[src/aes128_block_encrypt_simple_keys_core_assert.svh]
// Assertion macros for the AES-128 encryption core.
// Used by the top level only; needs signals named clk and rst in scope.
`ifndef AES128_BLOCK_ENCRYPT_SIMPLE_KEYS_CORE_ASSERT_SVH
`define AES128_BLOCK_ENCRYPT_SIMPLE_KEYS_CORE_ASSERT_SVH

// Implication checked on every clock, masked during reset.
`define AESK_ASSERT_IMP(lbl, pre, post, msg) \
  lbl: assert property (@(posedge clk) disable iff (rst) (pre) |-> (post)) else $error(msg);

// Implication whose consequent is checked on the next clock.
`define AESK_ASSERT_NEXT(lbl, pre, post, msg) \
  lbl: assert property (@(posedge clk) disable iff (rst) (pre) |=> (post)) else $error(msg);

`endif

[src/aesk_pkg.sv]
// Shared types, constants and round functions for the AES-128 encryption core.
// No dependencies.
package aesk_pkg;

  localparam int ROUNDS = 10;
  localparam int CNT_W  = 4;

  localparam logic [1:0] REG_KEY_HIGH = 2'd0;
  localparam logic [1:0] REG_KEY_LOW  = 2'd1;

  typedef logic [127:0] state_t;
  typedef logic [ROUNDS:0][127:0] rkeys_t;

  localparam logic [7:0] SBOX [0:255] = '{
    8'h63,8'h7c,8'h77,8'h7b,8'hf2,8'h6b,8'h6f,8'hc5,8'h30,8'h01,8'h67,8'h2b,8'hfe,8'hd7,8'hab,8'h76,
    8'hca,8'h82,8'hc9,8'h7d,8'hfa,8'h59,8'h47,8'hf0,8'had,8'hd4,8'ha2,8'haf,8'h9c,8'ha4,8'h72,8'hc0,
    8'hb7,8'hfd,8'h93,8'h26,8'h36,8'h3f,8'hf7,8'hcc,8'h34,8'ha5,8'he5,8'hf1,8'h71,8'hd8,8'h31,8'h15,
    8'h04,8'hc7,8'h23,8'hc3,8'h18,8'h96,8'h05,8'h9a,8'h07,8'h12,8'h80,8'he2,8'heb,8'h27,8'hb2,8'h75,
    8'h09,8'h83,8'h2c,8'h1a,8'h1b,8'h6e,8'h5a,8'ha0,8'h52,8'h3b,8'hd6,8'hb3,8'h29,8'he3,8'h2f,8'h84,
    8'h53,8'hd1,8'h00,8'hed,8'h20,8'hfc,8'hb1,8'h5b,8'h6a,8'hcb,8'hbe,8'h39,8'h4a,8'h4c,8'h58,8'hcf,
    8'hd0,8'hef,8'haa,8'hfb,8'h43,8'h4d,8'h33,8'h85,8'h45,8'hf9,8'h02,8'h7f,8'h50,8'h3c,8'h9f,8'ha8,
    8'h51,8'ha3,8'h40,8'h8f,8'h92,8'h9d,8'h38,8'hf5,8'hbc,8'hb6,8'hda,8'h21,8'h10,8'hff,8'hf3,8'hd2,
    8'hcd,8'h0c,8'h13,8'hec,8'h5f,8'h97,8'h44,8'h17,8'hc4,8'ha7,8'h7e,8'h3d,8'h64,8'h5d,8'h19,8'h73,
    8'h60,8'h81,8'h4f,8'hdc,8'h22,8'h2a,8'h90,8'h88,8'h46,8'hee,8'hb8,8'h14,8'hde,8'h5e,8'h0b,8'hdb,
    8'he0,8'h32,8'h3a,8'h0a,8'h49,8'h06,8'h24,8'h5c,8'hc2,8'hd3,8'hac,8'h62,8'h91,8'h95,8'he4,8'h79,
    8'he7,8'hc8,8'h37,8'h6d,8'h8d,8'hd5,8'h4e,8'ha9,8'h6c,8'h56,8'hf4,8'hea,8'h65,8'h7a,8'hae,8'h08,
    8'hba,8'h78,8'h25,8'h2e,8'h1c,8'ha6,8'hb4,8'hc6,8'he8,8'hdd,8'h74,8'h1f,8'h4b,8'hbd,8'h8b,8'h8a,
    8'h70,8'h3e,8'hb5,8'h66,8'h48,8'h03,8'hf6,8'h0e,8'h61,8'h35,8'h57,8'hb9,8'h86,8'hc1,8'h1d,8'h9e,
    8'he1,8'hf8,8'h98,8'h11,8'h69,8'hd9,8'h8e,8'h94,8'h9b,8'h1e,8'h87,8'he9,8'hce,8'h55,8'h28,8'hdf,
    8'h8c,8'ha1,8'h89,8'h0d,8'hbf,8'he6,8'h42,8'h68,8'h41,8'h99,8'h2d,8'h0f,8'hb0,8'h54,8'hbb,8'h16
  };

  // Byte b of a state sits at bits 127-8b downto 120-8b.
  function automatic logic [7:0] get_byte(state_t s, int b);
    return s[127 - 8 * b -: 8];
  endfunction

  function automatic logic [7:0] times2(logic [7:0] a);
    return {a[6:0], 1'b0} ^ (a[7] ? 8'h1b : 8'h00);
  endfunction

  function automatic state_t sub_shift(state_t s);
    state_t t;
    t = '0;
    for (int c = 0; c < 4; c++) begin
      for (int r = 0; r < 4; r++) begin
        t[127 - 8 * (c * 4 + r) -: 8] = SBOX[get_byte(s, ((c + r) % 4) * 4 + r)];
      end
    end
    return t;
  endfunction

  function automatic state_t mix_columns(state_t s);
    state_t t;
    logic [7:0] a0, a1, a2, a3, d0, d1, d2, d3;
    t = '0;
    for (int c = 0; c < 4; c++) begin
      a0 = get_byte(s, c * 4);
      a1 = get_byte(s, c * 4 + 1);
      a2 = get_byte(s, c * 4 + 2);
      a3 = get_byte(s, c * 4 + 3);
      d0 = times2(a0);
      d1 = times2(a1);
      d2 = times2(a2);
      d3 = times2(a3);
      t[127 - 8 * (c * 4)     -: 8] = d0 ^ d1 ^ a1 ^ a2 ^ a3;
      t[127 - 8 * (c * 4 + 1) -: 8] = a0 ^ d1 ^ d2 ^ a2 ^ a3;
      t[127 - 8 * (c * 4 + 2) -: 8] = a0 ^ a1 ^ d2 ^ d3 ^ a3;
      t[127 - 8 * (c * 4 + 3) -: 8] = d0 ^ a0 ^ a1 ^ a2 ^ d3;
    end
    return t;
  endfunction

  // Next round key: byte j is the S-boxed last byte of the previous key
  // XOR the prefix XOR of the previous key's bytes 0..j.
  function automatic state_t next_round_key(state_t p);
    state_t     k;
    logic [7:0] t;
    logic [7:0] acc;
    k = '0;
    t = SBOX[p[7:0]];
    for (int j = 0; j < 16; j++) begin
      acc = t;
      for (int i = 0; i < 16; i++) begin
        if (i <= j) begin
          acc = acc ^ get_byte(p, i);
        end
      end
      k[127 - 8 * j -: 8] = acc;
    end
    return k;
  endfunction

endpackage

[src/aesk_kexp.sv]
// Key registers and round key expansion, one round key per cycle after a
// key write or reset, restarting on each config write. Depends on aesk_pkg.
module aesk_kexp (
  input  logic              clk,
  input  logic              rst,
  input  logic              cfg_valid,
  input  logic [1:0]        cfg_index,
  input  logic [63:0]       cfg_data,
  output aesk_pkg::rkeys_t  rkeys,
  output logic              busy
);
  import aesk_pkg::*;

  logic [63:0]      key_high;
  logic [63:0]      key_low;
  state_t           rk [1:ROUNDS];
  logic [CNT_W-1:0] cnt;
  state_t           prev;

  assign prev = (cnt == CNT_W'(1)) ? {key_high, key_low} : rk[cnt - CNT_W'(1)];
  assign busy = (cnt != '0);

  always_comb begin
    rkeys[0] = {key_high, key_low};
    for (int r = 1; r <= ROUNDS; r++) begin
      rkeys[r] = rk[r];
    end
  end

  always_ff @(posedge clk) begin
    if (rst) begin
      key_high <= '0;
      key_low  <= '0;
      cnt      <= CNT_W'(1);
    end else if (cfg_valid) begin
      case (cfg_index)
        REG_KEY_HIGH: key_high <= cfg_data;
        REG_KEY_LOW:  key_low  <= cfg_data;
        default: ;
      endcase
      cnt <= CNT_W'(1);
    end else if (busy) begin
      cnt <= (cnt == CNT_W'(ROUNDS)) ? '0 : cnt + CNT_W'(1);
    end
  end

  always_ff @(posedge clk) begin
    if (busy && !cfg_valid) begin
      rk[cnt] <= next_round_key(prev);
    end
  end

endmodule

[config.mk]
export PLATFORM = sky130hd
export DESIGN_NAME = aesk_kexp
export DESIGN_NICKNAME = d
export VERILOG_FILES = /design/src/aes128_block_encrypt_simple_keys_core_assert.svh /design/src/aesk_pkg.sv /design/src/aesk_kexp.sv
export SDC_FILE = /design/constraint.sdc
export NUM_CORES = 2
export LEC_CHECK = 0
export ABC_AREA = 1
export CAP_MARGIN = 20
export CORE_AREA = 2 2 581 583
export DETAILED_ROUTE_END_ITERATION = 6
export DIE_AREA = 0 0 583 585
export DONT_BUFFER_PORTS = 1
export PLACE_DENSITY = 0.53
export SYNTH_ARGS = -nofsm -noshare
export SYNTH_HDL_FRONTEND = slang
export SYNTH_SLANG_ARGS = --single-unit
export TNS_END_PERCENT = 1
[constraint.sdc]
create_clock -name clk -period 14.09 [get_ports clk]
set_clock_uncertainty 0.1 [all_clocks]
set_input_delay 2.818 -clock clk [delete_from_list [all_inputs] [get_ports clk]]
set_output_delay 2.818 -clock clk [all_outputs]
set_load 0.01 [all_outputs]
**Word-level counts from Yosys, hierarchy flattened**

Memories as Yosys holds them, arrays and structs flattened.
Cells that the tools add are included.

- Bits in registers: 132
- Bits in writable memories: 1280
- Bits in read-only memories: 2048
- Input port bits: 69
- Output and inout bits: 1409
- Memories: 2

Memory list:

| memory | words | width | read ports | clocked after Yosys merged registers in | wr ports | RTL line | RTL |
|---|---|---|---|---|---|---|---|
| (no name shown) | 256 | 8 | 1 | 0 | 0 | aesk_pkg.sv:81 | `t = SBOX[p[7:0]];` |
| rk | 10 | 128 | 11 | 0 | 1 | aesk_kexp.sv:16 | `state_t rk [1:ROUNDS];` |

- $add $sub $neg: 2
- Order comparisons: 1
- Equal/unequal tests: 3
- Mux-type cells: 22
- Bitwise operators: 17
- Reductions and logical operators: 7

Operators by type and width:

| cell | count |
|---|---|
| 8-bit two-way mux | 18 |
| 128-bit two-way mux | 1 |
| 8-bit XOR | 16 |
| 9-bit greater-or-equal comparator, second input constant | 1 |
| 8-bit inverter with 9-bit output | 1 |
| 4-bit by 1-bit adder with 4-bit output, second input constant | 1 |
| 4-bit by 1-bit == test with 1-bit output, second input constant | 1 |
| 4-bit == test, second input constant | 1 |
| 4-bit two-way mux | 1 |
| 2-bit AND reduction | 2 |
| 4-bit nonzero test | 1 |
| 4-bit by 1-bit subtractor with 4-bit output, second input constant | 1 |
| 2-bit by 1-bit == test with 1-bit output, second input constant | 1 |
| 2-bit zero test | 1 |
| 1-bit two-way mux | 2 |
| 2-bit OR reduction | 1 |
| 1-bit logical AND | 1 |
| 1-bit zero test | 1 |

**Logic depth before layout (Yosys ltp)**

An unclocked memory read counts as a cell.

- Depth after elaboration: 39
- Depth in mapped cells: 68
- Depth with buffers taken out: 49

**Least setup slack after synthesis**

OpenSTA, ideal clock, no wires.

- Path kind: reg2reg
- Start: register cnt[0]
- End: memory rk[5][0] (netlist name) (enable)
- Setup time: 772 ps
- Arrival time: 12395 ps
- Required time: 13218 ps
- Setup slack: 822 ps
- Cell stages (with the launch flop): 26
- Path buffers: 18
- Cells stage by stage: dfxtp_1 -> buf_6 -> inv_6 -> buf_6 -> buf_6 -> buf_6 -> buf_6 -> buf_4 -> buf_4 -> buf_4 -> buf_4 -> buf_4 -> buf_4 -> buf_4 -> buf_2 -> buf_2 -> buf_4 -> buf_4 -> buf_2 -> buf_2 -> ha_1 -> nand2_1 -> nor2_1 -> nor2_1 -> inv_1 -> nor3_1

- Longest elaborated chain between the ends: 4

Ends and longest elaborated chain:

| element | RTL line | RTL |
|---|---|---|
| from (decl) | aesk_kexp.sv:17 | `logic [CNT_W-1:0] cnt;` |
| from (signal assigned) | aesk_kexp.sv:43 | `cnt <= (cnt == CNT_W'(ROUNDS)) ? '0 : cnt + CNT_W'(1);` |
| 4-bit nonzero test | aesk_kexp.sv:21 | `assign busy = (cnt != '0);` |
| 1-bit logical AND | aesk_kexp.sv:48 | `if (busy && !cfg_valid) begin` |
| 1-bit two-way mux | aesk_kexp.sv:48 |  |
| 1-bit two-way mux (not written as such) | aesk_kexp.sv:49 | `rk[cnt] <= next_round_key(prev);` |
| to (decl) | aesk_kexp.sv:16 |  |

Parallel ways exist; a longest one is shown, timed or not.

**Worst setup path in the final report**

- Start: register cnt[0]
- End: memory rk[1][6] (netlist name) (data pin)

- Longest elaborated chain between the ends: 39

Ends and longest elaborated chain:

| element | RTL line | RTL |
|---|---|---|
| 4-bit by 1-bit subtractor with 4-bit output | aesk_kexp.sv:20 | `assign prev = (cnt == CNT_W'(1)) ? {key_high, key_low} : rk[cnt - CNT_W'(1)];` |
| memory read 10 x 128 bit | - |  |
| 128-bit two-way mux (*) | aesk_kexp.sv:20 |  |
| 8-bit inverter with 9-bit output (not written as such) | aesk_pkg.sv:81 |  |
| memory read 256 x 8 bit | - |  |
| 8-bit two-way mux (not written as such) (2 in a row) | aesk_pkg.sv:81 |  |
| 8-bit XOR | aesk_pkg.sv:86 | `acc = acc ^ get_byte(p, i);` |
| 8-bit two-way mux | aesk_kexp.sv:48 |  |
| (+22 left out) | - |  |
| 8-bit XOR | aesk_pkg.sv:86 |  |
| 8-bit two-way mux | aesk_kexp.sv:48 |  |
| 8-bit XOR | aesk_pkg.sv:86 |  |
| 8-bit two-way mux | aesk_kexp.sv:48 |  |
| 8-bit XOR | aesk_pkg.sv:86 |  |
| 8-bit two-way mux | aesk_kexp.sv:48 |  |
| 8-bit XOR (*) | aesk_pkg.sv:86 |  |
| 8-bit two-way mux (*) | aesk_kexp.sv:48 |  |

Every way passes the cells marked *; elsewhere a longest branch is shown, timed or not. The select of a mux whose other input is x is not followed.

==> results_dict.tcl <==
set metrics [dict create \
    max-vdd-ir-drop_v 0.000122 \
    hp-class "flip-flop to flip-flop" \
    drc 0 \
    use_met1_pct 32.8 \
    antenna_found_initial 75 \
    cell_internal_pwr_uw 13200 \
    setup_tns_ns 0 \
    clk_pin_slew_worst_paths_ns 0.07 \
    ys_types 46 \
    hold_violations 0 \
    end_kind "flip-flop" \
    syn_area_sq_um 93600 \
    grt_pass1_wl_microns 649000 \
    syn_area_per_cell_sq_um 11.7 \
    die-area_sq_um 341000 \
    cpLargestDelayFamily "simple AND/OR/NAND/NOR gates" \
    top_level_ports 1478 \
    drive_gt1_share_pct 9.63 \
    tritoncts "yes" \
    cts.sinks 2180 \
    synthArstFlopShare_pct 0 \
    leakage_uw 0.0364 \
    drt_iter0_drc 8415 \
    setup.worst_path.start_class "flip-flop" \
    nets 8117 \
    postSynthCellCount 8018 \
    clk_latency_ns 0.99 \
    globalplace.congestion 0.921 \
    crit_required_ns 14.47 \
    synth-edff-count 2048 \
    grt_busiest_layer "met2" \
    hpwl_microns 363000 \
    maxSlewHeadroom_pct 11.3 \
    seq_area_sq_um 64100 \
    rows 213 \
    period_minus_slack_ns 12.58 \
    initial_core_util_pct 27.9 \
    p_seq_share_pct 44.2 \
    cts.htree.levels 4 \
    yosysSeqAreaShare_pct 68.5 \
    period_share_pct 89.3 \
    ys.flop_type "edfxtp_1" \
    clkPwrFrac_pct 31.4 \
    instances_no_fill 12700 \
    status "complete, no violations" \
    power_switching_uw 7330 \
    fillCellCount 33800 \
    numPortBuffers 0 \
    timing.critical_path.buf_inv 4 \
    ctsHoldBuffers 0 \
    power_density_nw_per_um2 194 \
    cts-root-buf "clkbuf_16" \
    grt_usage_pct 28.2 \
    cts_resized 0 \
    ant_nets 0 \
    vias 71100 \
    worstMarginPinSlew_ns 1.33 \
    slew_viol_final 0 \
    r2r_slack_ns 1.51 \
    drt_wl_total_microns 501000 \
    slowest_stage "buf_4" \
    multi_input_area_sq_um 25700 \
    grtUsageMet2_pct 46.1 \
    setup_viol 0 \
    wl_per_cell_microns 39.4 \
    clock_path_buffers 4 \
    syn2layout_area_growth_pct 13.3 \
    yosys_warnings 0 \
    core_sq_um 335000 \
    ys_ff_latch 2180 \
    holdWs_ns 0.483 \
    post_cts_buffers 0 \
    dp.cells 12200 \
    critPathKind "flip-flop to flip-flop" \
    combPwrFrac_pct 24.4 \
    cp_max_fo 75 \
    post-route-util_pct 31.7 \
    vias_per_cell 5.59 \
    rsz0062_at_grt "false" \
    slowest_delay_ns 0.75 \
    worstPathArrival_ns 12.96 \
    cpMostUsedCell "nand2_1" \
    numCtsBuffers 239 \
    first_pass_iters 6 \
    die_x_microns 583 \
    p_sw_share_pct 35.7 \
    first_global_vias 66000 \
    grt_max_degree 173 \
    grt_overflow 0 \
    maxCapViolCount 0 \
    die_h_microns 585 \
    use_met3_pct 9.70 \
    fmax_ghz 0.0795 \
]
==> per-layer routing <==
layer | routed length (microns) | vias up
li1 | - | 29400
met1 | 181000 | 36600
met2 | 236000 | 4313
met3 | 55100 | 737
met4 | 29000 | 0
met5 | 0 | -
==> cell type report <==
class,instances,share of cell area [%]
antenna,86,0.203
clock buffer,293,5.90
clock inverter,151,1.51
inverter,252,0.998
multi-input combinational,5159,24.2
sequential,2180,60.4
tap,4407,5.20
timing repair buffer,198,1.51
==> cells in the mapped netlist, types with 2 or more instances <==
master	count	share of area [%]
o21ai_0	455	2.4
nand2_1	1865	7.5
nand3_1	867	4.6
clkbuf_1	99	0.40
inv_1	246	0.99
buf_8	4	0.064
nand2_2	145	0.97
o311ai_0	58	0.54
buf_4	211	1.7
a22oi_1	49	0.39
a32o_1	65	0.69
buf_2	194	1.0
o31ai_1	39	0.31
o221ai_1	8	0.075
dfxtp_1	132	2.8
ha_1	18	0.24
o22ai_1	52	0.35
nor2_1	200	0.80
inv_2	4	0.016
a221o_1	4	0.043
buf_1	9	0.036
nand2_4	6	0.072
buf_6	37	0.44
nand3_2	50	0.53
or2_2	2	0.013
edfxtp_1	2048	66
a31oi_1	3	0.020
a311o_1	48	0.51
o21a_1	4	0.032
o211ai_1	49	0.39
nor3_1	15	0.080
a21oi_1	855	4.6
a221oi_1	162	1.5
o21ai_1	3	0.016
==> state kept, by name (all words and copies together) (netlist names) <==
register,count
key_high,64
key_low,64
rk,2048
cnt,4
==> logic make-up after synthesis <==
kind of cell | share of synthesized area [%]
compound gates | 11.9
simple gates | 14.6
xor+xnor | 0.0187
fa+ha+maj | 0.240
buf+inv | 4.69
other cells | 0.00400
flops | 68.5
==> tightest hold or removal path: stages, from the launching register on <==
cell and delay (ns):
dfxtp_1 0.39, inv_1 0.09, a21oi_1 0.05
==> cell usage in the layout, fill, tap and decap left out, drive strengths merged, types with 8 or more instances in the layout <==
master,Yosys,final
edfxtp,2048,2048
nand2,2016,2016
clkinv,1,97
bufinv,0,23
a22oi,49,49
conb,1,128
o211ai,49,49
nor2,202,202
ha,18,18
o311ai,59,59
o22ai,52,52
a32o,65,65
a311o,48,48
buf,455,198
nand3,918,918
o21ai,459,459
o221ai,8,8
inv,251,266
a221oi,162,162
o31ai,39,39
diode,0,86
dfxtp,132,132
clkinvlp,0,17
a21oi,855,855
nor3,15,15
clkbuf,99,293
==> power groups by stage <==
stage / Clock (uW) / Combinational (uW) / Sequential (uW)
floorplan: 0 / 2670 / 9010
global placement: 0 / 5000 / 9210
detailed placement: 0 / 5050 / 9220
CTS: 6530 / 5080 / 9080
global route: 6760 / 5380 / 9100
finish: 6450 / 5030 / 9080
==> metrics by stage <==
stage                     instance area (sq um)  setup slack (ns)  total power [uW]
after floorplan                           94100             0.822             11700
after global placement                    98000              1.68             14200
after detailed placement                  98100              1.56             14300
after CTS                                106000              1.53             20700
after global routing                     106000             0.695             21200
final                                    106000              1.51             20600
==> worst paths after layout <==
path,startpoint,cells after the start,to
worst max-delay path,cnt[0],43,rk[1][6]
worst min-delay path,key_high[61],2,key_high[61]
worst max register to register,cnt[0],43,rk[1][6]
worst min register to register,key_high[61],2,key_high[61]
No activity file was read; power rests on OpenSTA's default activity.
